===== src/sv/svme_queue.sv =====
// two-entry queue between the front and back ends
module svme_queue #(
  parameter int unsigned Width = 8
) (
  input  logic             clk_i,
  input  logic             rst_ni,
  input  logic             wr_i,
  input  logic [Width-1:0] wdata_i,
  output logic             full_o,
  input  logic             rd_i,
  output logic             empty_o,
  output logic [Width-1:0] rdata_o
);
  logic [Width-1:0] mem_q [2];
  logic [1:0] cnt_q, cnt_d;
  logic       wp_q, rp_q;

  assign full_o  = cnt_q == 2'd2;
  assign empty_o = cnt_q == 2'd0;
  assign rdata_o = mem_q[rp_q];
  assign cnt_d   = cnt_q + {1'b0, wr_i} - {1'b0, rd_i};

  always_ff @(posedge clk_i or negedge rst_ni) begin
    if (!rst_ni) begin
      cnt_q <= '0;
      wp_q  <= 1'b0;
      rp_q  <= 1'b0;
    end else begin
      cnt_q <= cnt_d;
      if (wr_i) wp_q <= !wp_q;
      if (rd_i) rp_q <= !rp_q;
    end
  end

  always_ff @(posedge clk_i) begin
    if (wr_i) mem_q[wp_q] <= wdata_i;
  end
endmodule


===== config.mk =====
export PLATFORM = sky130hd
export DESIGN_NAME = svme_queue
export DESIGN_NICKNAME = d
export VERILOG_FILES = /design/src/sv/svme_queue.sv
export SDC_FILE = /design/constraint.sdc
export NUM_CORES = 1
export LEC_CHECK = 0
export ABC_CLOCK_PERIOD_IN_PS = 2400
export BUFFER_PORTS_ARGS = -buffer_cell sky130_fd_sc_hd__buf_4
export CORE_ASPECT_RATIO = 1.25
export CORE_MARGIN = 2
export CORE_UTILIZATION = 36
export DETAILED_ROUTE_END_ITERATION = 10
export HOLD_SLACK_MARGIN = 0.02
export PLACE_DENSITY = 0.64
export SLEW_MARGIN = 0
export SYNTH_ARGS = -nofsm -noshare
export SYNTH_HDL_FRONTEND = slang
export SYNTH_SLANG_ARGS = --single-unit

===== constraint.sdc =====
create_clock -name clk_i -period 2.4 [get_ports clk_i]
set_input_delay 0.36 -clock clk_i [delete_from_list [all_inputs] [get_ports clk_i]]
set_output_delay 0.36 -clock clk_i [all_outputs]
set_load 0.03 [all_outputs]

==> flow_metrics.env <==
export IMPL_grt_busiest_layer="met2"
export IMPL_critPathArrivalTime_ns=1.47
export IMPL_powerDensity_nw_per_um2=1170
export IMPL_worstMarginPinSlew_ns=0.745
export IMPL_clkTransAtPathRegs_ns=0.10
export IMPL_cts_tree="done"
export IMPL_avgSynthCellArea_um2=20.2
export IMPL_fin_hold_ws_ns=0.241
export IMPL_port_buffers=21
export IMPL_instances_no_fill=96
export IMPL_drc=0
export IMPL_synthToLayoutAreaGrowth_pct=27.4
export IMPL_fill_cells=195
export IMPL_fin_ws_ns=0.566
export IMPL_p_sw_share_pct=34.1
export IMPL_vdd_ir_drop_max_mv=0.774
export IMPL_first_iter_violations=4
export IMPL_core_area_um2=2160
export IMPL_drt_first_pass_iters=3
export IMPL_end_kind="primary output"
export IMPL_grt_remaining_overflow=0
export IMPL_netlist_instances=40
export IMPL_start_kind="flip-flop"
export IMPL_grt_max_degree=12
export IMPL_antenna_cells=0
export IMPL_fin_util_pct=47.6
export IMPL_period_minus_slack_ns=1.83
export IMPL_synthesis_area_um2=808
export IMPL_seq_area_frac_synth_pct=71.8
export IMPL_num_vias=397
export IMPL_cts_sinks=20
export IMPL_cts_inserted_buffers=3
export IMPL_met1_usage_pct=10.0
export IMPL_yosys_register_bits=20
export IMPL_pwr_share_clk_pct=13.0
export IMPL_ff_latch_area_um2=581
export IMPL_critical_path_class="flip-flop to primary output"
export IMPL_power_mw=1.20
export IMPL_fin_skew_ns=0.00679
export IMPL_wire_per_inst_um=10.8
export IMPL_r2r_start="cnt_q[0]"
export IMPL_grt_pass1_vias=410
export IMPL_grt_first_pass_wirelength_um=1750
export IMPL_met3_usage_pct=2.85
export IMPL_placed_cells=91
export IMPL_drive_above_1_share_pct=49.2
export IMPL_antenna_found_initial=0
export IMPL_run_status="finished clean"
export IMPL_synth_fp_nets=54
export IMPL_maxSlewHeadroom_pct=50.2
export IMPL_hold_viol=0
export IMPL_multi_input_area_um2=209
export IMPL_ctsResizeCount=0
export IMPL_critPathLaunch="rp_q"
export IMPL_final_max_slew_viol_count=0
export IMPL_die_h_um=57.0
export IMPL_finish_instance_area_um2=1030
export IMPL_detailed_place_area_um2=993
export IMPL_hold_start="wdata_i[3]"
export IMPL_gr_usage_all_layers_pct=9.88
export IMPL_final_nets=80
export IMPL_clock_fmax_ghz=0.545
export IMPL_grt_use_met2_pct=16.3
export IMPL_holdCritPathClass="input pin to flip-flop"
export IMPL_switchingPower_mw=0.411
export IMPL_fin_tns_setup_ns=0
export IMPL_dp_slack_ns=0.845
export IMPL_detail_route_antenna_nets=0
export IMPL_cts_root_buf="clkbuf_4"
export IMPL_required_ns=2.04
export IMPL_rsz0062_at_grt="false"
export IMPL_rows=19
export IMPL_initial_utilization_pct=37.4
export IMPL_setup_viol=0
export IMPL_die_area_um2=2640
export IMPL_seqPwrFrac_pct=45.1
export IMPL_viasPerCell=4.14
export IMPL_synth_distinct_cells=11
export IMPL_p_leak_nw=0.442
export IMPL_ioPinCount=22
export IMPL_cts_max_path_buffers=2
export IMPL_gp_congestion=0.659
export IMPL_combPwrFrac_pct=42.0
export IMPL_h_tree_depth=1
export IMPL_drt_wl_total_um=1030
export IMPL_die_x_um=46.4
export IMPL_insertion_delay_ns=0.29
export IMPL_drv_cap=0
export IMPL_worstPathMaxFanout=9
export IMPL_ys_warn_count=0
export IMPL_finalCritPeriodShare_pct=76.4
export IMPL_intPower_mw=0.792
-- critical path: stages, from the launching register on --
cell and delay [ns]:
dfrtp_1 0.67, mux2_4 0.35, buf_4 0.17
-- Yosys cell counts --
| master | instances | area, um2 |
|---|---|---|
| mux2_4 | 8 | 120 |
| edfxtp_1 | 16 | 480 |
| xor2_1 | 2 | 17.5 |
| inv_1 | 2 | 7.51 |
| ha_1 | 2 | 25.0 |
| nor2_1 | 1 | 3.75 |
| xor3_1 | 1 | 23.8 |
| and2_1 | 1 | 6.26 |
| dfrtp_1 | 4 | 100 |
| buf_6 | 1 | 11.3 |
| nor2b_1 | 2 | 12.5 |
-- state kept, by name, summed over array words and instances, names as in the netlist --
name	count
cnt_q	2
mem_q	16
rp_q	1
wp_q	1
-- timing repair --
| action | CTS | global route |
|---|---|---|
| hold endpoints to repair | 4 | 0 |
| buffers inserted | 0 | 0 |
| hold buffers | 1 | 0 |
-- routing by layer --
layer	share of wire [%]	vias up
li1	-	195
met1	37	186
met2	55	12
met3	4.9	4
met4	3.0	0
met5	0	-
-- cell type report --
class	instances	share of cell area, %
repair buffers	22	16.3
clock buffers	4	2.55
inverters	2	0.729
well taps	31	3.77
flip-flops and latches	20	56.4
multi-input cells	17	20.3
-- cells by family (layout without fill, tap and decap cells) --
logic type,Yosys count,count (layout),synth area share (%)
flip-flops,20,20,71.8
multiplexers,8,8,14.9
AND/OR/NAND/NOR,4,4,2.79
XOR/XNOR,3,3,5.11
buffers and inverters,3,28,2.32
adder cells (fa/ha/maj),2,2,3.10
-- power by group through the flow --
stage,logic [mW],registers (mW),clock network [mW]
4_1_cts,0.513,0.546,0.164
2_1_floorplan,0.412,0.508,0
3_3_place_gp,0.507,0.550,0
5_1_grt,0.545,0.557,0.178
6_report,0.505,0.542,0.156
3_5_place_dp,0.511,0.556,0
-- path summary, 6_finish.rpt --
check	to	slack, ns	cells after the start
min in group asynchronous	cnt_q[0]	0.39	2
setup reg to reg	cnt_q[1]	1.01	5
max in group asynchronous	rp_q	1.91	2
hold / removal	mem_q[1][3]	0.24	1
hold reg to reg	wp_q	0.49	1
setup / recovery	rdata_o[3]	0.57	2
-- layout by cell type, fill, tap and decap left out --
| cell type | instances |
|---|---|
| edfxtp_1 | 16 |
| xor2_1 | 2 |
| clkbuf_1 | 1 |
| nor2b_1 | 2 |
| inv_1 | 2 |
| and2_1 | 1 |
| ha_1 | 2 |
| dfrtp_1 | 4 |
| dlygate4sd3_1 | 1 |
| nor2_1 | 1 |
| clkbuf_4 | 3 |
| mux2_4 | 8 |
| xor3_1 | 1 |
| buf_4 | 21 |
Note: power is estimated with default switching activity, not from simulation.
