$ cat config.mk
export PLATFORM = sky130hd
export DESIGN_NAME = svme_front
export DESIGN_NICKNAME = d
export VERILOG_FILES = /design/src/sv/svme_pkg.sv /design/src/sv/svme_front.sv
export SDC_FILE = /design/constraint.sdc
export NUM_CORES = 1
export LEC_CHECK = 0
export BUFFER_PORTS_ARGS = -buffer_cell sky130_fd_sc_hd__buf_4
export CORE_MARGIN = 5
export CORE_UTILIZATION = 31
export DETAILED_ROUTE_END_ITERATION = 8
export GPL_ROUTABILITY_DRIVEN = 0
export PLACE_DENSITY = 0.89
export SLEW_MARGIN = 20
export SYNTH_ARGS = -nofsm -noshare
export SYNTH_HDL_FRONTEND = slang
export SYNTH_SLANG_ARGS = --single-unit
$ cat constraint.sdc
create_clock -name vclk -period 2.25
set_input_delay 0.1125 -clock vclk [all_inputs]
set_output_delay 0.1125 -clock vclk [all_outputs]
set_load 0.005 [all_outputs]
$ cat src/sv/svme_pkg.sv
// shared types, constants and command codes for the state vector measurement engine
package svme_pkg;

  localparam int unsigned MaxQubitsDefault = 10;
  localparam int unsigned AmpWidthDefault  = 16;
  localparam int unsigned CmdWidth         = 3;
  localparam int unsigned QubitWidth       = 4;
  localparam int unsigned ResultWidth      = 32;
  localparam int unsigned ProbWidth        = 30;
  localparam int unsigned StatusWidth      = 2;
  localparam int unsigned NumQubitsReset   = 10;
  localparam int unsigned MinProbReset     = 1;

  typedef enum logic [2:0] {
    CmdWrite   = 3'd0,
    CmdRead    = 3'd1,
    CmdProb    = 3'd2,
    CmdPauli   = 3'd3,
    CmdCollapse = 3'd4
  } cmd_e;

  typedef enum logic [1:0] {
    StOk       = 2'd0,
    StQubit    = 2'd1,
    StPauli    = 2'd2,
    StZeroProb = 2'd3
  } status_e;

  typedef enum logic [1:0] {
    PauliX = 2'd0,
    PauliY = 2'd1,
    PauliZ = 2'd2,
    PauliBad = 2'd3
  } pauli_e;

  typedef enum logic [0:0] {
    CfgNumQubits = 1'b0,
    CfgMinProb   = 1'b1
  } cfg_e;

  // operations the back end carries out
  typedef enum logic [2:0] {
    OpNone   = 3'd0,
    OpWrite  = 3'd1,
    OpRead   = 3'd2,
    OpSum    = 3'd3,
    OpPair   = 3'd4,
    OpCollapse = 3'd5
  } op_e;

endpackage

$ cat src/sv/svme_front.sv
// front end: accepts items, checks qubit and pauli kind, decodes the operation
module svme_front
  import svme_pkg::*;
#(
  parameter int unsigned MaxQubits = MaxQubitsDefault,
  parameter int unsigned AmpWidth  = AmpWidthDefault,
  parameter int unsigned IdxW      = MaxQubits,
  parameter int unsigned NW        = $clog2(MaxQubits + 1)
) (
  input  logic                 in_valid_i,
  output logic                 in_stall_o,
  input  logic [CmdWidth-1:0]  command_i,
  input  logic [IdxW-1:0]      index_i,
  input  logic [AmpWidth-1:0]  amp_real_i,
  input  logic [AmpWidth-1:0]  amp_imag_i,
  input  logic [QubitWidth-1:0] qubit_i,
  input  logic [1:0]           pauli_kind_i,
  input  logic                 target_value_i,
  input  logic [NW-1:0]        n_i,
  // queue write side
  output logic                 q_valid_o,
  input  logic                 q_full_i,
  output logic [2:0]           q_op_o,
  output logic [1:0]           q_status_o,
  output logic [IdxW-1:0]      q_bit_o,
  output logic [IdxW-1:0]      q_index_o,
  output logic [AmpWidth-1:0]  q_re_o,
  output logic [AmpWidth-1:0]  q_im_o,
  output logic [1:0]           q_kind_o,
  output logic                 q_target_o
);
  logic [NW-1:0] pos;
  logic          q_ok;

  assign in_stall_o = q_full_i;
  assign q_valid_o  = in_valid_i && !q_full_i;
  assign q_ok       = {{(32-QubitWidth){1'b0}}, qubit_i} < {{(32-NW){1'b0}}, n_i};
  assign pos        = NW'(n_i - NW'(1) - NW'(qubit_i));

  always_comb begin
    q_op_o     = OpNone;
    q_status_o = StOk;
    q_bit_o    = IdxW'(1) << pos;
    q_index_o  = index_i;
    q_re_o     = amp_real_i;
    q_im_o     = amp_imag_i;
    q_kind_o   = pauli_kind_i;
    q_target_o = target_value_i;
    case (command_i)
      CmdWrite: q_op_o = OpWrite;
      CmdRead:  q_op_o = OpRead;
      CmdProb, CmdPauli, CmdCollapse: begin
        if (!q_ok) begin
          q_status_o = StQubit;
        end else if (command_i == CmdProb) begin
          q_op_o   = OpSum;
          q_kind_o = PauliBad;   // plain sum of bit-0 entries
          q_target_o = 1'b0;
        end else if (command_i == CmdCollapse) begin
          q_op_o = OpCollapse;
        end else begin
          case (pauli_kind_i)
            PauliZ:  q_op_o = OpSum;
            PauliBad: q_status_o = StPauli;
            default: q_op_o = OpPair;
          endcase
        end
      end
      default: q_op_o = OpNone;
    endcase
  end
endmodule

==> metrics.txt, run 1 <==
status=finished clean; vias post-DR=562; die outline width=57.97 um; number of DRC markers in iteration 0=6; count of maximum capacitance violations=0; number of cells after detailed placement=117; number of nets in the layout=155; most common cell type on the critical path=buf_4; area growth from synthesis to final layout=-2.982%; Critical Path AT=1.87 ns; Placeable Area=0.002212 mm2; main combinational cell family by area after synthesis=buffers and inverters; crit path setup slack, layout=between 0.2 and 0.3 ns; register area=0 um2; aggregate global-route resource usage=about a tenth; starting utilization of the core area=32.24%; Std-Cell Rows=17; post-synthesis simple-gate area fraction=a little over a quarter; wire length reported by the detailed router=2017 um; cell type contributing the most total cell area after synthesis=buf_4; initial antenna violation count=0; DRC violations left=0; area share of xor/xnor cells in the synthesized design=under 10%; multiplexer area fraction after synthesis=0%; Final setup violation count=0; f_max=roughly 500 MHz; number of ports placed on the die boundary=120; layout cells sized above 1=49.44%; router iterations before antenna repair=2; final-layout setup total negative slack=0 ns; Crit Path Category=input pin to output port; Net Count, Synth=161; routed length per placed instance=17.24 um; worst setup path startpoint=qubit_i[0]; number of inserted diodes=0; crit path max-delay cell type=fa_1; filler instances=about 240; kind of end point of the critical path=output port; Avg Vias per Cell=4.803; count of hold buffers inserted by post-cts repair=0; cell area after synthesis=about 710 um2; number of sequential cells=0; number of unique standard cell types used by synthesis=27; Finished Layout Cells=117; post-synthesis share of cell area spent on full adders, half adders and majority gates=between 10% and 20%; post-route ant nets=0; overflow left after global routing=0; final design utilization=31.28%; post-CTS repair timing setup buffer count=0; layer with the highest usage after global routing=met2; placed wire-length estimate after detailed placement=1847 um; met3 global-route usage=5.345%; CP delay by family, top=adder cells; met1 track utilization from global routing=6.833%; post-cts resize count=0; hold slack=around 0.23 ns; die footprint=0.003360 mm2; first-pass GRT wire length=2815 um; min Tclk post-route=around 2 ns; most area-consuming cells after synthesis=buf_4 45%, ha_1 8.8%, nand2b_1 4.4%; Setup Slack @ Placement=0.2526 ns; Critical Path Stages=9; compound-gate portion of the synthesized area=between 7 and 8%; number of max-slew violations in the final report=0; DIE HEIGHT=57.97 um; unrepaired setup endpoints after global routing=false; number of clock buffers in the layout=0; max incr delay on CP=0.40 ns; area share of the largest cell type after synthesis=45.26%; post-route fraction of the period consumed by the critical path=between 80% and 90%; Slew Limit Headroom=between 70% and 80%; PortBufs=36; worst setup path end=q_kind_o[1]; worst min-delay path category=input pin to output port; Peak VDD IR=0.09703 mV; leakage power figure=0.3546 nW; actual slew at the worst max-slew pin=between 0.4 and 0.5 ns; mean instance size in the synthesized netlist=approximately 7.4 um2; required time at the endpoint of the critical path=about 2.1 ns; Buf/Inv on CP=3; Yosys warning count=0; Cells after Synth=97; power per cell area=approximately 250 mW/mm2; Fin. Hold Viols=0; maximum number of pins on one net before global-route repair=11; kind of start point of the critical path=input pin; sequential fraction of the synthesis area=0%; number of global-route vias before repair=560; largest fanout on the critical path=7; met2 track demand over resource=21.94%; CP Cell Sequence=buf_4 > inv_1 > ha_1 > fa_1 > nand2b_1 > a21oi_2 > nor3_1 > or2_2 > buf_4
## synth_stat cells
cell type	n
nand2b_1	5
o21ai_0	2
a21boi_0	1
fa_1	1
a21o_1	1
nor3b_1	4
nand3_1	1
buf_4	43
or2_2	3
nor4b_2	1
maj3_1	1
ha_1	5
nor2b_1	2
xnor2_2	1
and4bb_1	1
inv_1	5
and3_1	1
a211o_1	1
xor2_1	1
a21oi_2	2
buf_1	1
a21oi_1	1
nor3_1	5
or3b_2	1
or3_1	1
nand2_1	2
nor2_1	4
## power by group
part / total [mW] / switching, mW / leakage, nW / internal (mW)
Sequential: 0 / 0 / 0 / 0
Combinational: 0.171 / 0.0792 / 0.355 / 0.0919
Clock: 0 / 0 / 0 / 0
Total: 0.171 / 0.0792 / 0.355 / 0.0919
## layer usage
metal  part of all wire (%)  wire length, um
met1                     23              463
met4                    4.4               89
met5                      0                0
met2                     57             1140
met3                     16              323
## logic make-up (layout without fill, tap and decap cells)
family,count (synthesis),in the layout
AOI/OAI and AO/OA,8,8
xor gates and xnor gates,2,2
adders and majority gates,7,7
buffers and inverters,49,41
and+or+nand+nor,31,31
## worst min path at each step
stage,from,end,slack (ns),cells after the start
floorplan,q_full_i,q_valid_o,0.26,1
global placement,amp_real_i[1],q_re_o[1],0.23,0
detailed placement,amp_real_i[1],q_re_o[1],0.23,0
CTS,amp_real_i[1],q_re_o[1],0.23,0
global route,amp_imag_i[3],q_im_o[3],0.23,0
finish,amp_imag_i[10],q_im_o[10],0.23,0
## placed cells by master, fill, tap and decap left out, types with 2 or more instances in the layout
cell type | Yosys | layout
or2_2 | 3 | 3
nor3b_1 | 4 | 4
nand2_1 | 2 | 2
o21ai_0 | 2 | 2
a21oi_2 | 2 | 2
nand2b_1 | 5 | 5
inv_1 | 5 | 5
nor3_1 | 5 | 5
nor2b_1 | 2 | 2
nor2_1 | 4 | 4
ha_1 | 5 | 5
buf_4 | 43 | 36
## through the flow
step,area (um2),power [mW]
after floorplan,713.2,0.1535
after global placement,691.9,0.1654
after detailed placement,691.9,0.1730
after CTS,691.9,0.1734
after global routing,691.9,0.1864
final,691.9,0.1710
## area by class of cell
class                           count  area, um2  area share (%)
Inverter                            5      18.77           2.712
Multi-Input combinational cell     48      367.9           53.16
Tap cell                           28      35.03           5.063
Timing Repair Buffer               36      270.3           39.06
(Power assumes the default switching activity.)
==> run 2: changes to the inputs <==
--- a/config.mk
+++ b/config.mk
@@ -6,7 +6,7 @@
 export NUM_CORES = 1
 export LEC_CHECK = 0
 export BUFFER_PORTS_ARGS = -buffer_cell sky130_fd_sc_hd__buf_4
-export CORE_MARGIN = 5
+export CORE_MARGIN = 4
 export CORE_UTILIZATION = 31
 export DETAILED_ROUTE_END_ITERATION = 8
 export GPL_ROUTABILITY_DRIVEN = 0
==> metrics.txt, run 2 (synthesis gave the netlist of run 1 again) <==
status=finished clean; maximum number of pins on one net before global-route repair=11; area growth from synthesis to final layout=-2.982%; router iterations before antenna repair=4; number of ports placed on the die boundary=120; register area=0 um2; number of global-route vias before repair=around 510; PortBufs=36; starting utilization of the core area=around a third; unrepaired setup endpoints after global routing=false; Final setup violation count=0; kind of end point of the critical path=output port; aggregate global-route resource usage=8.634%; post-route ant nets=0; most common cell after layout, fill and taps aside=buf_4; f_max=just over 500 MHz; Peak VDD IR=0.09157 mV; count of hold buffers inserted by post-cts repair=0; met1 track utilization from global routing=9.354%; post-CTS repair timing setup buffer count=0; layer with the highest usage after global routing=met2; Std-Cell Rows=17; number of nets in the layout=around 160; filler instances=237; footprint of the multi-input gates=367.9 um2; post-route fraction of the period consumed by the critical path=between 80 and 90%; number of inserted diodes=0; final-layout setup total negative slack=0 ns; Slew Limit Headroom=70.70%; count of maximum capacitance violations=0; placed wire-length estimate after detailed placement=1223 um; commonest cells after routing, fill and taps aside=36 x buf_4, 5 x inv_1, 5 x nand2b_1, 5 x nor3_1, 5 x ha_1; number of sequential cells=0; met2 track demand over resource=between 10% and 20%; wire length reported by the detailed router=approximately 1400 um; largest fanout on the critical path=7; number of clock buffers in the layout=0; met3 global-route usage=under 10%; leakage power figure=0.3546 nW; routed length per placed instance=~12 um; crit path setup slack, layout=~0.32 ns; number of DRC markers in iteration 0=7; kind of start point of the critical path=input pin; Critical Path AT=1.82 ns; Worst Hold Path Cells=0; Setup Slack @ Placement=0.3225 ns; required time at the endpoint of the critical path=2.14 ns; Crit Path Category=input pin to output port; DIE HEIGHT=between 50 and 60 um; power per cell area=245.5 mW/mm2; post-layout power=169.9 uW; overflow left after global routing=0; Placeable Area=between 0.002 and 0.0025 mm2; actual slew at the worst max-slew pin=0.4380 ns; DRC violations left=0; Avg Vias per Cell=between 4 and 5; first-pass GRT wire length=2352 um; post-cts resize count=0; vias post-DR=533; worst min-delay path category=input pin to output port; number of max-slew violations in the final report=0; min Tclk post-route=roughly 1.9 ns; initial antenna violation count=0; Fin. Hold Viols=0; layout cells sized above 1=49.44%; die footprint=roughly 0.0031 mm2; die outline width=55.97 um
## run 2: cell counts in the layout (fill, tap and decap cells not counted)
Identical to the previous run, type by type.
## run 2: worst max-delay path, stage by stage
cell and delay [ns]:
buf_4 0.07, inv_1 0.03, ha_1 0.21, fa_1 0.39, nand2b_1 0.17, a21oi_2 0.27, nor3_1 0.12, or2_2 0.29
buf_4 0.14
## run 2: power by group
group / switching (mW) / internal (mW) / leakage [nW]
sequential: 0 / 0 / 0
combinational: 0.0781 / 0.0918 / 0.355
clock: 0 / 0 / 0
total: 0.0781 / 0.0918 / 0.355
## run 2: path summary, 6_finish.rpt
check | startpoint | to | slack (ns)
max | qubit_i[0] | q_kind_o[1] | 0.32
min | amp_real_i[11] | q_re_o[11] | 0.23
## run 2: area by class of cell
cell class	count	area share, %
Timing Repair Buffer	36	39.06
Inverter	5	2.712
Multi-Input combinational cell	48	53.16
Tap cell	28	5.063
## run 2: metal layers
layer  vias to the layer above  routed length, um
met2                        41                635
met3                        14                245
li1                        257                  -
met5                         -                  0
met1                       221                520
met4                         0                 44
## run 2: metrics by stage
| stage | hold slack (ns) | utilization [%] | instance area [um2] | std cells |
|---|---|---|---|---|
| after CTS | 0.2250 | 31.58 | 691.9 | 117 |
| after global placement | 0.2250 | 31.58 | 691.9 | 117 |
| after detailed placement | 0.2250 | 31.58 | 691.9 | 117 |
| after floorplan | 0.2552 | - | 713.2 | 97 |
| final | 0.2250 | 31.58 | 691.9 | 117 |
| after global routing | 0.2250 | 31.58 | 691.9 | 117 |
==> run 3: changes to the inputs <==
--- a/config.mk
+++ b/config.mk
@@ -6,11 +6,13 @@
 export NUM_CORES = 1
 export LEC_CHECK = 0
 export BUFFER_PORTS_ARGS = -buffer_cell sky130_fd_sc_hd__buf_4
+export CORE_ASPECT_RATIO = 1.4
 export CORE_MARGIN = 4
 export CORE_UTILIZATION = 31
 export DETAILED_ROUTE_END_ITERATION = 8
 export GPL_ROUTABILITY_DRIVEN = 0
 export PLACE_DENSITY = 0.89
+export RECOVER_POWER = 100
 export SLEW_MARGIN = 20
 export SYNTH_ARGS = -nofsm -noshare
 export SYNTH_HDL_FRONTEND = slang
==> metrics.txt, run 3 (synthesis gave the netlist of run 1 again) <==
status=finished clean; net switching power figure=74.30 uW; Slew Limit Headroom=74.10%; initial antenna violation count=0; power per cell area=about 240 mW/mm2; DIE HEIGHT=between 60 and 70 um; wire length reported by the detailed router=1684 um; placed cell areas=between 600 and 700 um2; post-layout power=163.7 uW; leakage power figure=0.3487 nW; Critical Path AT=1.85 ns; final-layout setup total negative slack=0 ns; post-route ant nets=0; aggregate global-route resource usage=about a tenth; required time at the endpoint of the critical path=2.14 ns; fraction of power consumed by the clock network=0%; die outline width=48.54 um; CP Cell Sequence=clkbuf_4 > inv_1 > ha_1 > fa_1 > nand2b_1 > a21oi_2 > nor3_1 > or2_2 > clkbuf_4; register area=0 um2; routed wire length on met2=905 um; placed wire-length estimate after detailed placement=1522 um; vias post-DR=554; actual slew at the worst max-slew pin=0.3866 ns; kind of start point of the critical path=input pin; die footprint=0.003143 mm2; most common cell after layout, fill and taps aside=buf_4; PortBufs=36; DRC violations left=0; post-cts resize count=0; count of hold buffers inserted by post-cts repair=0; Peak VDD IR=between 0.09 and 0.1 mV; max incr delay on CP=0.40 ns; most common cell type on the critical path=clkbuf_4; relative contribution of sequential cells to total power=0%; number of clock buffers in the layout=0; starting utilization of the core area=~33%; commonest cells after routing, fill and taps aside=24 x buf_4, 12 x clkbuf_4; worst setup path startpoint=qubit_i[0]; largest fanout on the critical path=7; Routed met1 length=385 um; f_max=509.0 MHz; filler instances=roughly 240; Internal Dissipation=89.44 uW; count of maximum capacitance violations=0; number of nets in the layout=155; number of global-route vias before repair=527; area growth from synthesis to final layout=-4.912%; Avg Vias per Cell=about 5.0; switching share of total power=45.38%; Fin. Hold Viols=0; post-route fraction of the period consumed by the critical path=87.32%; number of ports placed on the die boundary=120; Std-Cell Rows=20; Crit Path Category=input pin to output port; overflow left after global routing=0; maximum number of pins on one net before global-route repair=11; post-CTS repair timing setup buffer count=0; first-pass GRT wire length=2497 um; Met3 Wirelength=~280 um; worst min-delay path category=input pin to output port; Placeable Area=0.002177 mm2; start point of the worst hold path=amp_imag_i[0]; Final setup violation count=0; uppermost layer routed=met4; unrepaired setup endpoints after global routing=false; share of power burned in combinational logic=100.0%; router iterations before antenna repair=2; area of all placed cells without fillers=678.2 um2; layout cells sized above 1=between 40 and 50%; number of inserted diodes=0; min Tclk post-route=1.965 ns; crit path max-delay cell type=fa_1; kind of end point of the critical path=output port; number of DRC markers in iteration 0=1; routed length per placed instance=15.17 um; number of max-slew violations in the final report=0; number of sequential cells=0
## run 3: final cells by class
class | count | area, um2 | area share (%)
inverters | 5 | 18.77 | 2.768
repair buffers | 36 | 270.3 | 39.85
well taps | 22 | 27.53 | 4.059
multi-input cells | 48 | 361.6 | 53.32
## run 3: final timing paths
check	slack (ns)	to	cells past startpoint
hold / removal	0.23	q_im_o[0]	0
setup / recovery	0.29	q_kind_o[0]	9
## run 3: critical path: cells and delay by family
family          cells  cell delay [ns]
compound gates      1             0.27
buf+inv             3             0.27
simple gates        3             0.58
fa+ha+maj           2             0.62
## run 3: power by group through the flow
stage | combinational, mW | clock, mW | sequential (mW)
2_1_floorplan | 0.154 | 0 | 0
4_1_cts | 0.171 | 0 | 0
3_3_place_gp | 0.163 | 0 | 0
6_report | 0.164 | 0 | 0
5_1_grt | 0.183 | 0 | 0
3_5_place_dp | 0.170 | 0 | 0
## run 3: routing by layer
metal,vias up,GRT usage [%]
li1,261,-
met1,233,6.501
met2,48,18.30
met3,12,5.057
met4,0,7.071
met5,-,0
## run 3: per-stage QoR
| stage | instances | util, % | hold WS [ns] | setup WS, ns |
|---|---|---|---|---|
| after global routing | 111 | 31.15 | 0.2250 | 0.1479 |
| after CTS | 111 | 31.44 | 0.2250 | 0.2865 |
| final | 111 | 31.15 | 0.2250 | 0.2852 |
| after detailed placement | 111 | 31.44 | 0.2250 | 0.3018 |
| after floorplan | 97 | - | 0.2552 | 0.6528 |
| after global placement | 111 | 31.44 | 0.2250 | 0.3585 |
